### src/rtl/core/pdr_pkg.sv
// pdr_pkg: shared widths, reset values, register indexes and the config bundle
// for the difficulty retarget pipeline. No dependencies.
package pdr_pkg;

    localparam int TS_W   = 31;  // target timespan
    localparam int HGT_W  = 31;  // block height
    localparam int CW     = 32;  // compact word
    localparam int SPAN_W = 33;  // clamped timespan, up to 4*T
    localparam int DIFF_W = 34;  // signed raw timespan
    localparam int ADJ_W  = 35;  // signed damped timespan

    localparam int FIXED_LAT = 7;  // register stages outside the divider stages

    localparam logic [HGT_W:0]  HEIGHT_HI     = 32'd10000;
    localparam logic [HGT_W:0]  HEIGHT_MID    = 32'd5000;
    localparam logic [TS_W-1:0] TIMESPAN_RST  = 31'd60;
    localparam logic [CW-1:0]   POW_LIMIT_RST = 32'h1E0F_FFFF;

    typedef enum logic [1:0] {
        CFG_TIMESPAN  = 2'd0,
        CFG_DAMPED    = 2'd1,
        CFG_POW_LIMIT = 2'd2
    } t_cfg_idx;

    typedef struct packed {
        logic [TS_W-1:0] timespan;
        logic            damped;
        logic [CW-1:0]   pow_limit;
    } t_cfg;

endpackage

### src/rtl/core/pdr_decode.sv
// pdr_decode: compact exponent/mantissa word to a TB-bit integer.
// Combinational byte shifter; uses pdr_pkg.
module pdr_decode
    import pdr_pkg::*;
#(
    parameter int TB = 256
) (
    input  logic [CW-1:0] i_compact,
    output logic [TB-1:0] o_value
);

    logic [TB+23:0] w_wide;

    // value = (m << 8e) >> 24, sign bit ignored; shifts past the top drop out
    assign w_wide  = (TB + 24)'(i_compact[22:0]) << {i_compact[31:24], 3'b000};
    assign o_value = w_wide[TB+23:24];

endmodule

### src/rtl/core/pdr_front.sv
// pdr_front: timespan filter and clamp, old target decode (two stages).
// Uses pdr_pkg and pdr_decode.
module pdr_front
    import pdr_pkg::*;
#(
    parameter int TB = 256
) (
    input  logic              i_clk,
    input  logic              i_rst_n,
    input  t_cfg              i_cfg,
    input  logic              i_valid,
    input  logic [HGT_W-1:0]  i_last_height,
    input  logic [CW-1:0]     i_last_block_time,
    input  logic [CW-1:0]     i_first_block_time,
    input  logic [CW-1:0]     i_old_compact_target,
    output logic              o_valid,
    output logic [TB-1:0]     o_value,
    output logic [SPAN_W-1:0] o_span
);

    logic [TS_W-1:0]          w_t;
    logic [HGT_W:0]           w_height;
    logic [SPAN_W-1:0]        n_lo, n_hi;
    logic signed [DIFF_W-1:0] n_diff;
    logic [TB-1:0]            w_dec;

    logic                     r_a_v, r_damp;
    logic signed [DIFF_W-1:0] r_diff;
    logic [SPAN_W-1:0]        r_lo, r_hi;
    logic [TB-1:0]            r_a_val;

    logic signed [ADJ_W-1:0]  w_dev, w_q, w_adj, w_lo_s, w_hi_s, w_t_s;
    logic                     w_round;
    logic [SPAN_W-1:0]        n_span;

    logic                     r_b_v;
    logic [SPAN_W-1:0]        r_span;
    logic [TB-1:0]            r_b_val;

    assign w_t      = i_cfg.timespan;
    assign w_height = {1'b0, i_last_height} + (HGT_W + 1)'(1);
    assign n_diff   = $signed({2'b00, i_last_block_time})
                    - $signed({2'b00, i_first_block_time});

    pdr_decode #(.TB(TB)) u_dec (
        .i_compact (i_old_compact_target),
        .o_value   (w_dec)
    );

    always_comb begin
        if (i_cfg.damped) begin
            n_lo = SPAN_W'(w_t) - SPAN_W'(w_t >> 2);
            n_hi = SPAN_W'(w_t) + SPAN_W'(w_t >> 1);
        end else begin
            if (w_height > HEIGHT_HI) begin
                n_lo = SPAN_W'(w_t >> 2);
            end else if (w_height > HEIGHT_MID) begin
                n_lo = SPAN_W'(w_t >> 3);
            end else begin
                n_lo = SPAN_W'(w_t >> 4);
            end
            n_hi = {w_t, 2'b00};
        end
    end

    // stage A
    always_ff @(posedge i_clk) begin
        if (!i_rst_n) begin
            r_a_v <= 1'b0;
        end else begin
            r_a_v <= i_valid;
        end
    end

    always_ff @(posedge i_clk) begin
        r_diff  <= n_diff;
        r_lo    <= n_lo;
        r_hi    <= n_hi;
        r_damp  <= i_cfg.damped;
        r_a_val <= w_dec;
    end

    // stage B: T + (span - T)/8 toward zero when damped, else raw span; then clamp
    assign w_t_s   = $signed({4'b0000, w_t});
    assign w_dev   = ADJ_W'(r_diff) - w_t_s;
    assign w_round = w_dev[ADJ_W-1] && (w_dev[2:0] != 3'b000);
    assign w_q     = (w_dev >>> 3) + $signed({{(ADJ_W-1){1'b0}}, w_round});
    assign w_adj   = r_damp ? (w_t_s + w_q) : ADJ_W'(r_diff);
    assign w_lo_s  = $signed({2'b00, r_lo});
    assign w_hi_s  = $signed({2'b00, r_hi});

    always_comb begin
        if (w_adj < w_lo_s) begin
            n_span = r_lo;
        end else if (w_adj > w_hi_s) begin
            n_span = r_hi;
        end else begin
            n_span = w_adj[SPAN_W-1:0];
        end
    end

    always_ff @(posedge i_clk) begin
        if (!i_rst_n) begin
            r_b_v <= 1'b0;
        end else begin
            r_b_v <= r_a_v;
        end
    end

    always_ff @(posedge i_clk) begin
        r_span  <= n_span;
        r_b_val <= r_a_val;
    end

    assign o_valid = r_b_v;
    assign o_value = r_b_val;
    assign o_span  = r_span;

endmodule

### config.mk
export PLATFORM = sky130hd
export DESIGN_NAME = pdr_front
export DESIGN_NICKNAME = d
export VERILOG_FILES = /design/src/rtl/core/pdr_pkg.sv /design/src/rtl/core/pdr_decode.sv /design/src/rtl/core/pdr_front.sv
export SDC_FILE = /design/constraint.sdc
export NUM_CORES = 1
export LEC_CHECK = 0
export ABC_AREA = 1
export BUFFER_PORTS_ARGS = -buffer_cell sky130_fd_sc_hd__buf_4
export CAP_MARGIN = 20
export CORE_AREA = 2 2 221 223
export CTS_BUF_LIST = sky130_fd_sc_hd__clkbuf_4 sky130_fd_sc_hd__clkbuf_8
export DETAILED_ROUTE_END_ITERATION = 16
export DIE_AREA = 0 0 223 225
export GPL_TIMING_DRIVEN = 0
export MAX_ROUTING_LAYER = met4
export PLACE_DENSITY_LB_ADDON = 0.25
export SETUP_SLACK_MARGIN = 0.1
export SLEW_MARGIN = 20
export SYNTH_ARGS = -nofsm -noshare
export SYNTH_HDL_FRONTEND = slang
export SYNTH_SLANG_ARGS = --single-unit
### constraint.sdc
create_clock -name i_clk -period 17.9 [get_ports i_clk]
set_input_delay 5.37 -clock i_clk [delete_from_list [all_inputs] [get_ports i_clk]]
set_output_delay 5.37 -clock i_clk [all_outputs]
set_load 0.05 [all_outputs]
* Word-level counts from Yosys, hierarchy flattened *
Index checks and enable logic that the tools add are counted.

cells by class
  order comparisons = 4
  add/sub/neg operators = 7
  reduce and logical (&&, ||, !) cells = 2
  shift operators = 1
  muxes and demuxes = 7

operators with widths
  cell                     count
  $shl A23 B11 Y280        1
  $mux W33                 5
  $gt A35 B34 Y1           1
  $lt A35 B34 Y1           1
  $mux W35                 1
  $sub A33 B32 Y34         1
  $add A32 B32 Y33         1
  $sub A32 B32 Y33         1
  $add A31 B1 Y32 const B  1
  $add A31 B2 Y32          1
  $add A31 B30 Y32         1
  $gt A32 B13 Y1 const B   1
  $gt A32 B14 Y1 const B   1
  $sub A31 B29 Y32         1
  $mux W28                 1
  $reduce_bool A3 Y1       1
  $logic_and A1 B1 Y1      1

word-level totals
  word-level logic and storage cells = 31
  output and inout port bits = 290
  register bits = 647
  input bits = 194

* Logic depth before layout (Yosys ltp) *
  word-level depth = 9
  depth in mapped cells = 51

* Modules after synthesis *
From an unflattened synthesis, not the netlist that was laid out.

second synthesis, totals
  cell total of the unflattened synthesis = 4139
  area total of the unflattened synthesis = 30758.2 µm²

by module, submodules not included
  module      area an instance (µm²)  cells an instance  seq. area each (µm²)  times used
  pdr_front   27442.6                 3382               12932.4               1
  pdr_decode  3315.7                  757                0.0                   1

* Least setup slack after synthesis *
Ideal clock, no wire load.

  kind = input -> register
  start = input i_cfg[33] (netlist bit)
  end = register r_span[29] (netlist: o_span[29])
  setup time = 0.112 ns
  slack = 7.282 ns
  arrival = 10.506 ns
  stages on the path = 40
  path through = ha_1 > fa_1 > o21ai_1 > a21oi_1 > o21ai_1 > a21boi_0 > o21ai_1 > nand3_1 > o21bai_1 > nand2_1 > nand3_1 > nand2_1 > ha_1 > nand2_1 > nor4_1 > o21ai_0 > nand3_1 > nand2_1 > (+4 left out) > inv_1 > ha_1 > nand2_1 > nor4_1 > nand2_1 > nand2_1 > nand2_1 > nand2_1 > nand2_1 > nand2_1 > nand2_1 > nand2_1 > clkbuf_1 > nand3_1 > nand2_1 > inv_1 > nand2_1 > nand2_1

between the ends
  word-level cells in the longest chain between the ends = 9
  elaborated cells between the ends (all ways) = 10
  those cells by class = 3 x add/sub; 2 x order compare; 3 x mux; 2 x reduce/logical

ends and longest elaborated chain
  what                    RTL line          source
  start: declaration      pdr_front.sv:10   input t_cfg i_cfg,
  $sub A33 B32 Y34        pdr_front.sv:85   assign w_dev = ADJ_W'(r_diff) - w_t_s;
  $reduce_bool A3 Y1      pdr_front.sv:86   assign w_round = w_dev[ADJ_W-1] && (w_dev[2:0] != 3'b000);
  $logic_and A1 B1 Y1     pdr_front.sv:86
  $add A31 B2 Y32         pdr_front.sv:87   assign w_q = (w_dev >>> 3) + $signed({{(ADJ_W-1){1'b0}}, w_round});
  $add A32 B32 Y33 *      pdr_front.sv:88   assign w_adj = r_damp ? (w_t_s + w_q) : ADJ_W'(r_diff);
  $mux W35 *              pdr_front.sv:88
  $gt A35 B34 Y1          pdr_front.sv:95   end else if (w_adj > w_hi_s) begin
  $mux W33                pdr_front.sv:95
  $mux W33 *              pdr_front.sv:93   if (w_adj < w_lo_s) begin
  via n_span[29]          pdr_front.sv:34   logic [SPAN_W-1:0] n_span;
  end signal: assignment  pdr_front.sv:111  r_span <= n_span;
  end: declaration        pdr_front.sv:37   logic [SPAN_W-1:0] r_span;

Mark *: on every way through the listed nets, which the timed path passes. The rest lies on a longest branch.
A chain may end at the register's enable or synchronous reset.

* Final worst setup path *
  start = input i_cfg[35] (netlist bit)
  end = register r_span[29] (netlist: o_span[29])

The elaborated chain is that of the path after synthesis.

==> PnR_summary.wiki <==
{| class="wikitable"
! Metric !! Value
|-
| Critical path depth || 30
|-
| Sum Neg Setup Slack || 0 ns
|-
| Clk_lat worst skew || 0.76 ns
|-
| Worst Setup EP || o_span[29]$_DFF_P_
|-
| Clock-pin transition on the worst setup and hold timing paths || 0.06 ns
|-
| Number of design-rule violations left by the first detailed-router iteration || 3021
|-
| Number of buffers added by the clock tree synthesis step || 92
|-
| Final #Nets || 4887
|-
| Endpoint of the worst register-to-register path || o_span[29]$_DFF_P_
|-
| Most common cell in the netlist || sky130_fd_sc_hd__nand2_1
|-
| Arrival time of the worst setup path || 12.85 ns
|-
| Critical-path maximum fanout || 10
|-
| Pin count of the biggest net entering global routing || 17
|-
| Layout cells sized above 1 || 14.7%
|-
| Hold violation total from the final report || 0
|-
| Internal reg-to-reg setup slack || 10.20 ns
|-
| Top Family by Delay on Critical Path || simple AND/OR/NAND/NOR gates
|-
| Critical Path End Type || flip-flop
|-
| Proportion of synthesized flip-flops having asynchronous set or reset || 0%
|-
| Cell chosen for the clock root || sky130_fd_sc_hd__clkbuf_8
|-
| Die width || 223 µm
|-
| Wirelength, routed || 105 mm
|-
| Final critical delay including setup and external delays || 12.19 ns
|-
| Area of the core || 0.0475 mm²
|-
| Max stage delay cell, worst path || sky130_fd_sc_hd__a21boi_0
|-
| Most numerous cell on the critical path || sky130_fd_sc_hd__nand2_1
|-
| Worst Max-Slew Pin Slew || 1.00 ns
|-
| RSZ-0062 raised after global routing || false
|-
| Count of state elements after synthesis || 646
|-
| Overall overflow remaining after global route || 0
|-
| Crit path launch type || input port
|-
| Starting Density || 62.5%
|-
| Height of the die || 225 µm
|-
| Max Buffers Root-to-Sink || 3
|-
| Syn nets || 4345
|-
| Routed wire length per instance || 20.4 µm
|-
| Area leader, netlist || sky130_fd_sc_hd__dfxtp_1
|-
| Setup Viol. Count Final || 0
|-
| Synthesized area divided by synthesized cell count || 7.58 µm²
|-
| Number of design rule violations left after detail routing || 0
|-
| Number of enable-type register cells in the synthesized netlist || 0
|-
| Global-route total usage across every layer || 41.9%
|-
| Ratio of routed vias to standard cells || 5.70
|-
| Most common library cells after synthesis || sky130_fd_sc_hd__nand2_1, sky130_fd_sc_hd__dfxtp_1, sky130_fd_sc_hd__nor2_1
|-
| Hold slack || 0.312 ns
|-
| Cell count of the worst hold path || 0
|-
| Worst hold path type || flip-flop to flip-flop
|-
| Antenna Violating Nets Remaining || 0
|-
| Critical path required time || 18.56 ns
|-
| Sequential cell area || 0.0129 mm²
|-
| Total power divided by cell area || 123 mW/mm²
|-
| Die Area || 0.0502 mm²
|-
| Yosys warns || 0
|-
| Cells after Synth || 3921
|-
| Detail Placement HPWL || 80.0 mm
|-
| Number of antenna violations at the first check in global routing || 3
|-
| IO buf count || 448
|-
| Post-layout util || 75.5%
|-
| Multi-input logic area || 0.0147 mm²
|-
| Dominant synthesized flop cell || sky130_fd_sc_hd__dfxtp_1
|-
| Count of unique library cells instantiated by Yosys || 45
|-
| Detailed-routing iteration count for the pre-antenna-repair pass || 7
|-
| Setup Skew || 0.0365 ns
|-
| Via count of the first global-routing pass || 28077
|-
| Worst VDD drop || 101 µV
|-
| Worst setup path category || input port to flip-flop
|-
| TritonCTS clock tree || yes
|-
| Number of resized instances in the post-cts repair step || 0
|-
| Crit share post-route || 68.1%
|-
| Cells on worst reg2reg path || 32
|-
| Top-area cell type share of the netlist area || 43.5%
|-
| Post-synthesis sequential area ratio || 43.5%
|-
| Area of the mapped netlist || 0.0297 mm²
|-
| Outcome || complete, no violations
|-
| Leakage Power || 17.2 nW
|-
| Delay of the slowest critical-path stage || 0.69 ns
|-
| Wire length of the first global-routing pass || 157 mm
|-
| Number of clock sinks || 646
|-
| Highest attainable clock frequency || 82.0 MHz
|-
| Fill cell total of the finished layout || 3529
|-
| Tightest slew margin relative to the limit || 32.4%
|-
| Worst setup path startpoint || i_cfg[35]
|-
| Hold buffer count at CTS || 0
|-
| Hold_sp || r_a_val[235]$_SDFF_PP0_
|-
| Largest cells by area after synthesis || sky130_fd_sc_hd__dfxtp_1, sky130_fd_sc_hd__nand2_1, sky130_fd_sc_hd__ha_1
|-
| Routability Congestion || 1.02
|-
| Combined buffer and inverter count along the critical path || 5
|-
| Area growth syn-to-layout || 20.8%
|-
| FF-to-FF Start || r_diff[0]$_DFF_P_
|-
| Vias after detailed routing || 29386
|-
| Fin. max-slew vios || 0
|-
| Setup bufs post-CTS || 0
|-
| Number of core rows || 80
|-
| CTS H-Tree Depth || 3
|-
| Top-level I/O count || 484
|-
| Max Cap Viol || 0
|}
[worst reg2reg max path, delay by kind of cell, from the launching register on]
family / cells / cell delay (ns)
buf+inv: 4 / 0.74
simple gates: 14 / 2.73
xor+xnor: 1 / 0.15
flops: 1 / 0.34
compound gates: 9 / 2.30
fa+ha+maj: 4 / 1.38
[routing by layer]
layer / wire (µm) / global-route usage [%] / part of all wire [%]
met5: 0 / - / 0
met4: 5210 / 19.6 / 5.0
met2: 46600 / 65.0 / 44
met1: 41200 / 51.2 / 39
met3: 12200 / 11.0 / 12
[cell usage in the layout, fill, tap and decap left out, types with 4 or more instances in the layout]
cell                       Yosys  final
sky130_fd_sc_hd__o211ai_1     12     12
sky130_fd_sc_hd__clkinv_2      0      9
sky130_fd_sc_hd__a21oi_1     249    249
sky130_fd_sc_hd__ha_1        224    224
sky130_fd_sc_hd__a21o_1       14     14
sky130_fd_sc_hd__nand4_1      55     55
sky130_fd_sc_hd__nand3b_1      7      7
sky130_fd_sc_hd__a221oi_1      6      6
sky130_fd_sc_hd__o21ai_0     200    200
sky130_fd_sc_hd__a211oi_1      5      5
sky130_fd_sc_hd__dfxtp_1     646    646
sky130_fd_sc_hd__nor3_1       43     43
sky130_fd_sc_hd__or2_2        11     11
sky130_fd_sc_hd__o22ai_1      34     34
sky130_fd_sc_hd__xnor2_1      52     52
sky130_fd_sc_hd__nand2_2       5      5
sky130_fd_sc_hd__o21bai_1     18     18
sky130_fd_sc_hd__buf_1        17     17
sky130_fd_sc_hd__clkbuf_1     87     87
sky130_fd_sc_hd__buf_6         7      7
sky130_fd_sc_hd__nand3_1     235    235
sky130_fd_sc_hd__inv_2         4      4
sky130_fd_sc_hd__clkbuf_4      0     33
sky130_fd_sc_hd__xor2_1       71     71
sky130_fd_sc_hd__a21boi_0     17     17
sky130_fd_sc_hd__clkbuf_8      0    109
sky130_fd_sc_hd__buf_2         7      7
sky130_fd_sc_hd__inv_1       395    395
sky130_fd_sc_hd__and2_1        4      4
sky130_fd_sc_hd__nor2_4        4      4
sky130_fd_sc_hd__nor2_2        6      6
sky130_fd_sc_hd__buf_4         7    455
sky130_fd_sc_hd__a31oi_1      25     25
sky130_fd_sc_hd__nor2_1      506    506
sky130_fd_sc_hd__nand2_1     898    898
sky130_fd_sc_hd__o21a_1       12     12
sky130_fd_sc_hd__o21ai_1       5      5
sky130_fd_sc_hd__nor4_1       16     16
sky130_fd_sc_hd__fa_1          6      6
[per-stage QoR]
stage	setup slack (ns)	total power [mW]	std cells	cell area [µm²]
5_1_grt	5.45	4.64	5152	35900
6_report	5.71	4.42	5152	35900
4_1_cts	6.07	4.38	5149	35900
3_3_place_gp	5.41	3.08	4984	33900
3_5_place_dp	5.30	3.11	4984	33900
2_1_floorplan	7.28	2.67	3921	29700
[report_power, final]
group | switching (mW) | total, mW | internal, mW | leakage, nW
logic | 1.06 | 1.59 | 0.528 | 10.8
clock network | 0.605 | 1.28 | 0.678 | 1.07
registers | 0.0373 | 1.55 | 1.51 | 5.26
[logic make-up after synthesis]
group / Yosys count / synth area share (%)
AND/OR/NAND/NOR: 1795 / 25.0
buffers and inverters: 526 / 6.94
AO/OA/AOI/OAI: 601 / 11.1
adder cells (fa/ha/maj): 230 / 9.83
flip-flops: 646 / 43.5
XOR/XNOR: 123 / 3.62
[worst min path at each step]
stage | slack, ns | end
6_report | 0.31 | o_value[235]$_DFF_P_
3_5_place_dp | 0.31 | o_value[10]$_DFF_P_
2_1_floorplan | 0.31 | o_value[0]$_DFF_P_
3_3_place_gp | 0.31 | o_value[173]$_DFF_P_
5_1_grt | 0.31 | o_value[14]$_DFF_P_
4_1_cts | 0.31 | o_value[198]$_DFF_P_
[layout make-up]
type / count / area share, %
diodes: 3 / 0.0209
plain buffers: 125 / 1.55
clock buffers: 142 / 4.87
clock inverters: 23 / 0.802
inverters: 401 / 4.19
multi-input cells: 2749 / 41.0
flip-flops and latches: 646 / 36.0
well taps: 615 / 2.14
repair buffers: 448 / 9.37
[registers in the layout (all words and copies together) (netlist names)]
signal	flops
r_diff	33
r_hi	33
r_a_val	256
r_lo	32
o_valid	1
o_span	33
o_value	256
r_damp	1
r_a_v	1
(Power assumes the default switching activity.)
